<file path="src/design/tvbs_div.sv">
// ----------------------------------------------------------------------------
// tvbs_div
// shared signed divider by the window length, two quotient bits per cycle
// ----------------------------------------------------------------------------
`default_nettype none

module tvbs_div #(
    parameter int SW = 40,
    parameter int WW = 7
) (
    input  wire logic                 aclk,
    input  wire logic                 aresetn,
    input  wire logic                 start,
    input  wire logic signed [SW-1:0] dividend,
    input  wire logic        [WW-1:0] divisor,
    output logic                      done,
    output logic signed      [SW-1:0] quotient
);

    localparam int ITER = (SW + 1) / 2;
    localparam int MW   = 2 * ITER;
    localparam int CW   = $clog2(ITER + 1);

    logic          busy_reg, busy_next;
    logic          done_reg, done_next;
    logic          neg_reg, neg_next;
    logic [CW-1:0] cnt_reg, cnt_next;
    logic [MW-1:0] mag_reg, mag_next;
    logic [WW-1:0] rem_reg, rem_next;

    logic [WW:0]   r0, r1;
    logic          ge0, ge1;
    logic [WW-1:0] rem0, rem1;
    logic [MW-1:0] mag0, mag1;
    logic [SW-1:0] abs_dvd;

    always_comb begin
        r0   = {rem_reg, mag_reg[MW-1]};
        ge0  = r0 >= {1'b0, divisor};
        rem0 = ge0 ? WW'(r0 - {1'b0, divisor}) : WW'(r0);
        mag0 = {mag_reg[MW-2:0], ge0};
        r1   = {rem0, mag0[MW-1]};
        ge1  = r1 >= {1'b0, divisor};
        rem1 = ge1 ? WW'(r1 - {1'b0, divisor}) : WW'(r1);
        mag1 = {mag0[MW-2:0], ge1};

        abs_dvd = dividend[SW-1] ? SW'(-dividend) : SW'(dividend);

        busy_next = busy_reg;
        done_next = 1'b0;
        neg_next  = neg_reg;
        cnt_next  = cnt_reg;
        mag_next  = mag_reg;
        rem_next  = rem_reg;
        if (start) begin
            busy_next = 1'b1;
            neg_next  = dividend[SW-1];
            cnt_next  = CW'(ITER);
            mag_next  = MW'(abs_dvd);
            rem_next  = '0;
        end else if (busy_reg) begin
            mag_next = mag1;
            rem_next = rem1;
            cnt_next = cnt_reg - CW'(1);
            if (cnt_reg == CW'(1)) begin
                busy_next = 1'b0;
                done_next = 1'b1;
            end
        end
    end

    always_ff @(posedge aclk) begin
        if (!aresetn) begin
            busy_reg <= 1'b0;
            done_reg <= 1'b0;
        end else begin
            busy_reg <= busy_next;
            done_reg <= done_next;
        end
        neg_reg <= neg_next;
        cnt_reg <= cnt_next;
        mag_reg <= mag_next;
        rem_reg <= rem_next;
    end

    assign done     = done_reg;
    assign quotient = neg_reg ? -$signed(mag_reg[SW-1:0]) : $signed(mag_reg[SW-1:0]);

endmodule

`default_nettype wire

</file>
<file path="config.mk">
export PLATFORM = sky130hd
export DESIGN_NAME = tvbs_div
export DESIGN_NICKNAME = d
export VERILOG_FILES = /design/src/design/tvbs_div.sv
export SDC_FILE = /design/constraint.sdc
export NUM_CORES = 1
export LEC_CHECK = 0
export BUFFER_PORTS_ARGS = -buffer_cell sky130_fd_sc_hd__buf_2
export CAP_MARGIN = 30
export CORE_AREA = 8 8 101 122
export CTS_CLUSTER_DIAMETER = 200
export DETAILED_ROUTE_END_ITERATION = 8
export DIE_AREA = 0 0 109 130
export HOLD_SLACK_MARGIN = 0.15
export MAX_ROUTING_LAYER = met4
export PLACE_DENSITY_LB_ADDON = 0.15
export SLEW_MARGIN = 20
export SYNTH_ARGS = -nofsm -noshare
export SYNTH_HDL_FRONTEND = slang
export SYNTH_SLANG_ARGS = --single-unit
</file>
<file path="constraint.sdc">
create_clock -name aclk -period 8.16 [get_ports aclk]
set_input_delay 0.816 -clock aclk [delete_from_list [all_inputs] [get_ports aclk]]
set_output_delay 0.816 -clock aclk [all_outputs]
set_load 0.005 [all_outputs]
</file>
### After elaboration in Yosys (flattened, before gate mapping)

Index checks and enable logic that the tools add are counted.

* reductions and logical operators: 2
* divide/modulo/power cells: 0
* bitwise logic cells: 2
* equal/unequal tests: 1
* shift-type cells: 0
* magnitude comparators: 2
* multipliers: 0
* add/sub/neg operators: 5
* multiplexer cells: 10

Operators with widths (count)
* $mux 40: 4
* $neg 40->40: 2
* $ge 8x7->1: 2
* $mux 7: 2
* $sub 7x7->7: 2
* $eq 5x1->1 const B: 1
* $sub 5x1->5 const B: 1
* $mux 1: 4
* $reduce_or 3->1: 1
* $not 1->1: 2
* $reduce_bool 2->1: 1

* memory bits (read-only): 0
* latch bits: 0
* RAM bits: 0
* flip-flop bits (word level): 55
* output and inout port bits: 41
* memories: 0
* logic and storage cells: 28
* input bits: 50

### Depth between registers and ports, before layout

Gate-level depths: netlist of run 1.

* depth after elaboration: 5
* depth in mapped cells: 17
* mapped depth without buffers: 16

### Worst setup path before layout of run 1

Ideal clock, no wire load.

* kind: input port to flip-flop
* start point: input divisor[0]
* end point: register rem_reg[5]
* setup time: 0.116 ns
* setup slack: 3.652 ns
* arrival: 4.392 ns
* buffers on the path: 1
* cell stages on the path: 15
* data required time: 8.044 ns
* cells stage by stage: ha_1 -> inv_1 -> fa_1 -> a21o_1 -> a221oi_1 -> o21ai_1 -> mux2_2 -> ha_1 -> nor2b_1 -> o31a_1 -> o31a_1 -> a211o_1 -> clkbuf_1 -> or2_2 -> a31o_2

* word-level cells in the longest chain between the ends: 4
* elaborated cells between the ends (all ways): 6
* classes of those cells: 2 x add/sub; 2 x order compare; 2 x mux

Ends and longest elaborated chain
* start: declaration: line 15 `input wire logic [WW-1:0] divisor,`
* $sub 7x7->7 / $ge 8x7->1 (equally long branches): line 40, 39
* $mux 7: line 40 `rem0 = ge0 ? WW'(r0 - {1'b0, divisor}) : WW'(r0);`
* $sub 7x7->7 / $ge 8x7->1 (equally long branches): line 44, 43
* $mux 7 (*): line 44 `rem1 = ge1 ? WW'(r1 - {1'b0, divisor}) : WW'(r1);`
* end signal: assignment: line 83 `rem_reg <= rem_next;`
* end: declaration: line 29 `logic [WW-1:0] rem_reg, rem_next;`

Mark *: on every way between the ends. The rest lies on a longest branch, timed or not.
A chain may end at the register's enable or synchronous reset.

### Final worst setup path of run 1

Same ends and word-level chain as after synthesis.

==> impl_metrics.xml, run 1 <==
<?xml version="1.0" encoding="UTF-8"?>
<metrics>
  <group name="clocking">
    <metric name="clock_latency" unit="ns">0.29</metric>
    <metric name="tritoncts" unit="">yes</metric>
    <metric name="post_cts_resize_count" unit="">0</metric>
    <metric name="htreeDepth" unit="">2</metric>
    <metric name="cts_made_buffers" unit="">5</metric>
    <metric name="post-cts-setup-buffers" unit="">0</metric>
    <metric name="cts-root-buf" unit="">clkbuf_16</metric>
    <metric name="hold_buffers" unit="">0</metric>
    <metric name="clk_path_buf_depth" unit="">2</metric>
    <metric name="clk_pin_slew_worst_paths" unit="ns">0.07</metric>
    <metric name="numClockSinks" unit="">55</metric>
  </group>
  <group name="detailed_routing">
    <metric name="routed-via-count" unit="">4074</metric>
    <metric name="route.antenna.remaining_nets" unit="">0</metric>
    <metric name="post_drt_wl_per_cell" unit="microns">16.8</metric>
    <metric name="post-route-drc-count" unit="">0</metric>
    <metric name="detail_route.wirelength" unit="mm">12.3</metric>
    <metric name="violation_count_after_the_first_detailed_routing_iteration" unit="">231</metric>
    <metric name="detail_route.first_pass.iterations" unit="">5</metric>
    <metric name="via_per_inst" unit="">5.57</metric>
  </group>
  <group name="grt">
    <metric name="grt.total_usage" unit="%">18.1</metric>
    <metric name="global_route_wire_length_before_repair" unit="mm">20.2</metric>
    <metric name="maximum_number_of_pins_on_one_net_before_global_route_repair" unit="">48</metric>
    <metric name="antenna_found_initial" unit="">0</metric>
    <metric name="grt.overflow.total" unit="">0</metric>
    <metric name="vias_in_the_first_global_route" unit="">4169</metric>
  </group>
  <group name="hold_path">
    <metric name="min_delay_worst_endpoint" unit="">cnt_reg[1]</metric>
    <metric name="hp-start" unit="">cnt_reg[1]</metric>
    <metric name="worstHoldPathCells" unit="">2</metric>
    <metric name="hp-class" unit="">flop to flop</metric>
  </group>
  <group name="critical_path">
    <metric name="r2r_start" unit="">mag_reg[39]</metric>
    <metric name="worst-r2r-cell-count" unit="">15</metric>
    <metric name="worstPathRequired" unit="ns">8.35</metric>
    <metric name="ff2ff_setup_slack" unit="ns">3.65</metric>
    <metric name="worst_path_largest_cell_delay" unit="ns">0.41</metric>
    <metric name="crit_path_end_kind" unit="">flop</metric>
    <metric name="startpoint_type" unit="">primary input</metric>
    <metric name="crit_chain" unit="">buf_2 &gt; ha_1 &gt; inv_1 &gt; fa_1 &gt; a21o_1 &gt; a221oi_1 &gt; o21ai_1 &gt; mux2_2 &gt; ha_1 &gt; nor2b_1 &gt; o31a_1 &gt; o31a_1 &gt; a211o_1 &gt; or2_2 &gt; a31o_2</metric>
    <metric name="critPathMaxFanout" unit="">10</metric>
    <metric name="setup.worst_path.class" unit="">primary input to flop</metric>
    <metric name="critPathArrivalTime" unit="ns">4.79</metric>
    <metric name="crit_slowest_cell" unit="">fa_1</metric>
    <metric name="regToRegEndpoint" unit="">rem_reg[5]</metric>
  </group>
  <group name="power_and_ir_drop">
    <metric name="totalPowerFinal" unit="mW">1.11</metric>
    <metric name="leakagePower" unit="nW">2.10</metric>
    <metric name="worst_ir_drop_vdd" unit="mV">0.0916</metric>
    <metric name="cellPowerDensity" unit="nW/um^2">211</metric>
  </group>
  <group name="timing">
    <metric name="fin_crit_sh" unit="%">56.4</metric>
    <metric name="tns" unit="ns">0</metric>
    <metric name="setup_viol_count_final" unit="">0</metric>
    <metric name="hold_ws" unit="ns">0.501</metric>
    <metric name="slew_viol_final" unit="">0</metric>
    <metric name="timing.max_slew.rel_slack" unit="%">39.7</metric>
    <metric name="worst_slew_pin_slew" unit="ns">0.891</metric>
    <metric name="final_period_minus_worst_setup_slack" unit="ns">4.60</metric>
    <metric name="finalClockSkew" unit="ns">0.00436</metric>
    <metric name="total_count_of_hold_check_failures_in_the_final_report" unit="">0</metric>
    <metric name="fmax" unit="MHz">217</metric>
    <metric name="setup_repair_after_global_routing_missed_its_margin" unit="">false</metric>
  </group>
  <group name="floorplan">
    <metric name="floorplan.io_pins" unit="">91</metric>
    <metric name="start_util" unit="%">44.2</metric>
    <metric name="die_area" unit="sq um">14200</metric>
    <metric name="horizontal_die_dimension" unit="microns">109</metric>
    <metric name="core_region_area" unit="sq um">10300</metric>
    <metric name="core.rowCount" unit="">41</metric>
    <metric name="fp.dieH" unit="microns">130</metric>
  </group>
  <group name="synthesis">
    <metric name="synth.yosys.warnings" unit="">0</metric>
    <metric name="synth_edf_count" unit="">41</metric>
    <metric name="postSynth.asyncResetShare" unit="%">0</metric>
    <metric name="synth-seq-area-share" unit="%">33.2</metric>
    <metric name="synth.net_count" unit="">591</metric>
    <metric name="netlist_area" unit="sq um">4550</metric>
    <metric name="register_bit_total_from_synthesis" unit="">55</metric>
    <metric name="netlist_instances" unit="">521</metric>
    <metric name="ys.flop_type" unit="">edfxtp_1</metric>
    <metric name="netlist-cell-type-count" unit="">56</metric>
    <metric name="post_synth.cell_area_avg" unit="sq um">8.74</metric>
  </group>
  <group name="finish">
    <metric name="nets" unit="">671</metric>
    <metric name="instances_no_fill" unit="">731</metric>
    <metric name="most_common_cell_after_layout_fill_and_taps_aside" unit="">buf_2</metric>
    <metric name="final_layout_size_suffix_gt1_share" unit="%">19.9</metric>
    <metric name="area_growth" unit="%">15.4</metric>
    <metric name="n_antenna_cell" unit="">0</metric>
    <metric name="final_cell_mix" unit="">buf_2 (90), nor2_1 (56), xor2_1 (45)</metric>
    <metric name="final_cell_area" unit="sq um">5250</metric>
    <metric name="largest_register_ffs" unit="">40</metric>
  </group>
  <group name="flow_run">
    <metric name="max_cap_violations" unit="">0</metric>
  </group>
  <group name="placement">
    <metric name="place_inst" unit="">723</metric>
    <metric name="place.gp.congestion" unit="">0.872</metric>
    <metric name="place_area" unit="sq um">5110</metric>
    <metric name="port-buffer-count" unit="">90</metric>
    <metric name="dp_hpwl" unit="mm">9.57</metric>
  </group>
  <group name="status">
    <metric name="outcome" unit="">finished, final reports clean</metric>
  </group>
</metrics>
[cells in the mapped netlist (all sizes together), types with 2 or more instances]
library cell	count	area share (%)
a221oi	2	0.38
nor4	2	0.27
dfxtp	14	6.2
o21a	3	0.49
edfxtp	41	27
ha	18	4.9
or2	3	0.41
nor2b	7	0.96
a21oi	43	4.7
mux2	6	1.5
nand2	38	3.1
clkbuf	18	1.5
fa	2	0.88
nand3b	3	0.49
or4b	2	0.52
o21ai	34	3.7
nor3	8	0.88
nor4b	2	0.38
or3	11	1.6
and2	2	0.27
nand3	6	0.66
xor2	45	8.7
and3	3	0.41
o31a	3	0.58
o31ai	22	3.9
or4	12	2.1
nand2b	9	1.2
nor2	56	4.6
nor3b	2	0.33
buf	3	0.33
mux2i	8	1.8
a21o	3	0.49
a211oi	4	0.66
xnor2	38	7.3
inv	24	2.0
a21boi	2	0.33
o41ai	10	2.1
[metal layers]
layer	vias up	part of all wire, %	track usage [%]
li1	2046	-	-
met1	1900	45	22.4
met2	111	49	29.7
met3	17	4.3	2.42
met4	0	1.7	5.89
met5	-	0	-
[where the power goes]
group	switching, mW	internal (mW)	total, mW
Combinational	0.267	0.233	0.500
Clock	0.0974	0.115	0.212
Sequential	0.0489	0.350	0.399
Total	0.413	0.697	1.11
[cell families after synthesis]
group,share of synthesized area (%)
adders and majority gates,5.83
muxes,3.24
AOI/OAI and AO/OA,18.9
buffers and inverters,3.79
DFF,33.2
and+or+nand+nor,19.1
xor gates and xnor gates,16.0
[worst max-delay path: cells and delay by family]
family	cells	cell delay, ns
muxes	1	0.38
and+or+nand+nor	2	0.50
AOI/OAI and AO/OA	7	2.02
adders and majority gates	3	0.92
buffers and inverters	2	0.15
[how the worst max path moves through the flow]
stage                     startpoint         end  slack [ns]  cells past startpoint
after floorplan           divisor[0]  rem_reg[5]        3.65                     15
after global placement    divisor[0]  rem_reg[5]        3.37                     15
final                     divisor[0]  rem_reg[5]        3.56                     15
after CTS                 divisor[0]  rem_reg[5]        3.58                     15
after global routing      divisor[0]  rem_reg[5]        3.34                     15
after detailed placement  divisor[0]  rem_reg[5]        3.28                     15
[per-stage QoR]
step,setup WS [ns],util [%]
after floorplan,3.65,-
after global placement,3.37,49.6
after detailed placement,3.28,49.6
after CTS,3.58,51.0
after global routing,3.34,51.0
final,3.56,51.0
[layout make-up]
cell class                      count  area (sq um)
Clock inverter                      2          11.3
Timing Repair Buffer               94           480
Clock buffer                        6           130
Tap cell                          129           161
Inverter                           24          90.1
Fill cell                        1046          5060
Multi-Input combinational cell    421          2870
Sequential cell                    55          1510
No activity file was read; power rests on OpenSTA's default activity.
==> run 2: changes to the inputs <==
--- a/config.mk
+++ b/config.mk
@@ -5,12 +5,13 @@
 export SDC_FILE = /design/constraint.sdc
 export NUM_CORES = 1
 export LEC_CHECK = 0
+export ABC_AREA = 1
 export BUFFER_PORTS_ARGS = -buffer_cell sky130_fd_sc_hd__buf_2
 export CAP_MARGIN = 30
-export CORE_AREA = 8 8 101 122
+export CORE_AREA = 8 8 111 133
 export CTS_CLUSTER_DIAMETER = 200
 export DETAILED_ROUTE_END_ITERATION = 8
-export DIE_AREA = 0 0 109 130
+export DIE_AREA = 0 0 119 141
 export HOLD_SLACK_MARGIN = 0.15
 export MAX_ROUTING_LAYER = met4
 export PLACE_DENSITY_LB_ADDON = 0.15
==> constraint.sdc (replaced) <==
create_clock -name aclk -period 4.55 [get_ports aclk]
set_input_delay 0.455 -clock aclk [delete_from_list [all_inputs] [get_ports aclk]]
set_output_delay 0.455 -clock aclk [all_outputs]
set_load 0.005 [all_outputs]
==> run 2 against run 1 <==
  * Utilization shrank 0.73 points
  * Count of clock-buffer cells in the layout shrank 1
  * Sequential cell count stayed put
  * Clock power is 85% higher
  * Synthesized area is 22% higher
  * Clock skew up 0.0021 ns
  * Routed wire length rose by 36%
  * First-iteration DRC count increased by 99%
  * Sequential power grew 77%
  * Critical endpoint is now mag_reg[0]
  * Largest power group unchanged
==> impl_metrics.xml, run 2 <==
<?xml version="1.0" encoding="UTF-8"?>
<metrics>
  <group name="grt">
    <metric name="grt.total_usage" unit="%">20.5</metric>
    <metric name="maximum_number_of_pins_on_one_net_before_global_route_repair" unit="">51</metric>
    <metric name="grt.overflow.total" unit="">0</metric>
    <metric name="vias_in_the_first_global_route" unit="">5515</metric>
    <metric name="antenna_found_initial" unit="">0</metric>
    <metric name="global_route_wire_length_before_repair" unit="mm">27.0</metric>
  </group>
  <group name="detailed_routing">
    <metric name="post-route-drc-count" unit="">0</metric>
    <metric name="detail_route.wirelength" unit="mm">16.7</metric>
    <metric name="post_drt_wl_per_cell" unit="microns">15.0</metric>
    <metric name="via_per_inst" unit="">5.07</metric>
    <metric name="wl_met3" unit="microns">634</metric>
    <metric name="detail_route.first_pass.iterations" unit="">5</metric>
    <metric name="dr.max_layer_used" unit="">met4</metric>
    <metric name="routed-wl-met2" unit="mm">8.06</metric>
    <metric name="violation_count_after_the_first_detailed_routing_iteration" unit="">459</metric>
    <metric name="routed-via-count" unit="">5633</metric>
    <metric name="routedLengthMet1" unit="mm">7.38</metric>
    <metric name="route.antenna.remaining_nets" unit="">0</metric>
  </group>
  <group name="placement">
    <metric name="dp_hpwl" unit="mm">13.8</metric>
    <metric name="port-buffer-count" unit="">90</metric>
    <metric name="place.gp.congestion" unit="">0.960</metric>
  </group>
  <group name="timing">
    <metric name="finalClockSkew" unit="ns">0.00645</metric>
    <metric name="hold_ws" unit="ns">0.400</metric>
    <metric name="fmax" unit="MHz">280</metric>
    <metric name="fin_crit_sh" unit="%">78.4</metric>
    <metric name="worst_slew_pin_slew" unit="ns">0.749</metric>
    <metric name="slew_viol_final" unit="">0</metric>
    <metric name="setup_viol_count_final" unit="">0</metric>
    <metric name="final_period_minus_worst_setup_slack" unit="ns">3.57</metric>
    <metric name="timing.max_slew.rel_slack" unit="%">49.9</metric>
    <metric name="total_count_of_hold_check_failures_in_the_final_report" unit="">0</metric>
    <metric name="setup_repair_after_global_routing_missed_its_margin" unit="">false</metric>
    <metric name="tns" unit="ns">0</metric>
  </group>
  <group name="floorplan">
    <metric name="fp.dieH" unit="microns">141</metric>
    <metric name="core.rowCount" unit="">45</metric>
    <metric name="horizontal_die_dimension" unit="microns">119</metric>
    <metric name="floorplan.io_pins" unit="">91</metric>
    <metric name="start_util" unit="%">44.3</metric>
    <metric name="core_region_area" unit="sq um">12600</metric>
    <metric name="die_area" unit="sq um">16800</metric>
  </group>
  <group name="synthesis">
    <metric name="synth_area_leaders" unit="">edfxtp_1 (22%), nand2_1 (17%), nor2_1 (8.3%), xor2_1 (7.9%), inv_1 (6.9%)</metric>
    <metric name="netlist_instances" unit="">865</metric>
    <metric name="synth.yosys.warnings" unit="">0</metric>
    <metric name="yosys.area.top_type" unit="">edfxtp_1</metric>
    <metric name="ys.flop_type" unit="">edfxtp_1</metric>
    <metric name="register_bit_total_from_synthesis" unit="">55</metric>
    <metric name="netlist-cell-type-count" unit="">43</metric>
    <metric name="synth_edf_count" unit="">41</metric>
    <metric name="synth_commonest_cells" unit="">nand2_1 (246), nor2_1 (123), inv_1 (103)</metric>
    <metric name="postSynth.asyncResetShare" unit="%">0</metric>
    <metric name="synth-seq-area-share" unit="%">27.1</metric>
    <metric name="netlist_area" unit="sq um">5570</metric>
    <metric name="synth.most_common_cell" unit="">nand2_1</metric>
    <metric name="yosys.area.top_type_share" unit="%">22.1</metric>
    <metric name="post_synth.cell_area_avg" unit="sq um">6.44</metric>
    <metric name="synth.net_count" unit="">935</metric>
  </group>
  <group name="power_and_ir_drop">
    <metric name="worst_ir_drop_vdd" unit="mV">0.193</metric>
    <metric name="leakagePower" unit="nW">3.04</metric>
    <metric name="totalPowerFinal" unit="mW">2.23</metric>
    <metric name="cellPowerDensity" unit="nW/um^2">354</metric>
  </group>
  <group name="flow_run">
    <metric name="max_cap_violations" unit="">0</metric>
  </group>
  <group name="critical_path">
    <metric name="setup.worst_path.end" unit="">mag_reg[0]</metric>
    <metric name="regToRegEndpoint" unit="">mag_reg[0]</metric>
    <metric name="worst_setup_path_startpoint" unit="">mag_reg[39]</metric>
    <metric name="worst-r2r-cell-count" unit="">22</metric>
    <metric name="critPathArrivalTime" unit="ns">3.61</metric>
    <metric name="crit_path_end_kind" unit="">flop</metric>
    <metric name="r2r_start" unit="">mag_reg[39]</metric>
    <metric name="critPathMaxFanout" unit="">13</metric>
    <metric name="ff2ff_setup_slack" unit="ns">0.98</metric>
    <metric name="setup.worst_path.class" unit="">flop to flop</metric>
    <metric name="startpoint_type" unit="">flop</metric>
    <metric name="worstPathRequired" unit="ns">4.60</metric>
  </group>
  <group name="clocking">
    <metric name="cts_made_buffers" unit="">5</metric>
    <metric name="cts-root-buf" unit="">clkbuf_16</metric>
    <metric name="numClockSinks" unit="">55</metric>
    <metric name="post_cts_resize_count" unit="">0</metric>
    <metric name="clk_pin_slew_worst_paths" unit="ns">0.07</metric>
    <metric name="clk_path_buf_depth" unit="">2</metric>
    <metric name="post-cts-setup-buffers" unit="">0</metric>
    <metric name="htreeDepth" unit="">2</metric>
    <metric name="hold_buffers" unit="">0</metric>
    <metric name="tritoncts" unit="">yes</metric>
    <metric name="clock_latency" unit="ns">0.30</metric>
  </group>
  <group name="finish">
    <metric name="area_growth" unit="%">13.3</metric>
    <metric name="final_cell_mix" unit="">nand2_1 (246), nor2_1 (123), inv_1 (103)</metric>
    <metric name="most_common_cell_after_layout_fill_and_taps_aside" unit="">nand2_1</metric>
    <metric name="n_antenna_cell" unit="">0</metric>
    <metric name="final_layout_size_suffix_gt1_share" unit="%">14.5</metric>
    <metric name="largest_register_ffs" unit="">40</metric>
    <metric name="nets" unit="">1015</metric>
  </group>
  <group name="status">
    <metric name="outcome" unit="">finished, final reports clean</metric>
  </group>
  <group name="hold_path">
    <metric name="worstHoldPathCells" unit="">3</metric>
    <metric name="hp-class" unit="">primary input to flop</metric>
  </group>
</metrics>
==> run 2: cell count changes in the layout (fill, tap and decap cells not counted), sizes merged, moves of 10 or more <==
cell,change
a21oi,-25
inv,+82
nand2,+219
nand3,+67
nand4,+23
nor2,+71
o21ai,+21
o31ai,-21
o41ai,-10
or3,-11
or4,-12
xnor2,-25
==> run 2: worst min-delay path by stage <==
stage	start	endpoint
2_1_floorplan	rem_reg[4]	rem_reg[4]
3_3_place_gp	cnt_reg[4]	cnt_reg[4]
3_5_place_dp	rem_reg[4]	rem_reg[4]
4_1_cts	aresetn	done
5_1_grt	aresetn	done
6_report	aresetn	done
==> run 2: through the flow <==
stage / utilization, % / setup WS (ns) / instance area (sq um) / std cells
after global routing: 50.2 / 0.720 / 6310 / 1110
after detailed placement: 49.0 / 0.972 / 6160 / 1102
after CTS: 50.2 / 0.992 / 6310 / 1110
after floorplan: - / 1.37 / 5570 / 865
final: 50.2 / 0.985 / 6310 / 1110
after global placement: 48.9 / 1.02 / 6140 / 1101
==> run 2: cell families (layout without fill, tap and decap cells) <==
logic type / Yosys count / count (layout) / synth area share, %
AO/OA/AOI/OAI: 94 / 94 / 9.64
XOR/XNOR: 63 / 63 / 9.91
adder cells (fa/ha/maj): 20 / 20 / 4.76
buffers and inverters: 128 / 209 / 9.12
flip-flops: 55 / 55 / 27.1
AND/OR/NAND/NOR: 505 / 505 / 39.4
==> run 2: worst max-delay path, cell delays in order, from the launching register on <==
cell	delay, ns
edfxtp_1	0.44
inv_1	0.09
ha_1	0.14
inv_1	0.07
fa_1	0.41
nand2_2	0.08
nand2_2	0.06
nand2_2	0.07
nand2_1	0.05
nand2_1	0.09
nand2_2	0.17
nand2_1	0.11
o21a_1	0.14
inv_1	0.05
ha_1	0.33
a21oi_1	0.16
nand2_1	0.09
nand3_1	0.09
nand2_1	0.06
nand2_1	0.05
nand2_1	0.19
nor2_4	0.27
o21ai_0	0.10
==> run 2: area by class of cell <==
type	instances	area, sq um
fill	1306	6250
multi-input combinational	682	3550
sequential	55	1510
timing repair buffer	95	495
inverter	106	398
tap	164	205
clock buffer	5	125
clock inverter	3	22.5
==> run 2: per-layer routing <==
| metal | GRT usage (%) | up-vias |
|---|---|---|
| met5 | - | - |
| met3 | 2.64 | 30 |
| met2 | 34.2 | 154 |
| li1 | - | 2957 |
| met1 | 24.4 | 2492 |
| met4 | 8.54 | 0 |
==> run 2: report_power, final <==
group	leakage [nW]	switching [mW]	internal (mW)	total, mW
clock	0.0742	0.187	0.207	0.393
sequential	0.533	0.0788	0.626	0.705
combinational	2.43	0.704	0.427	1.13
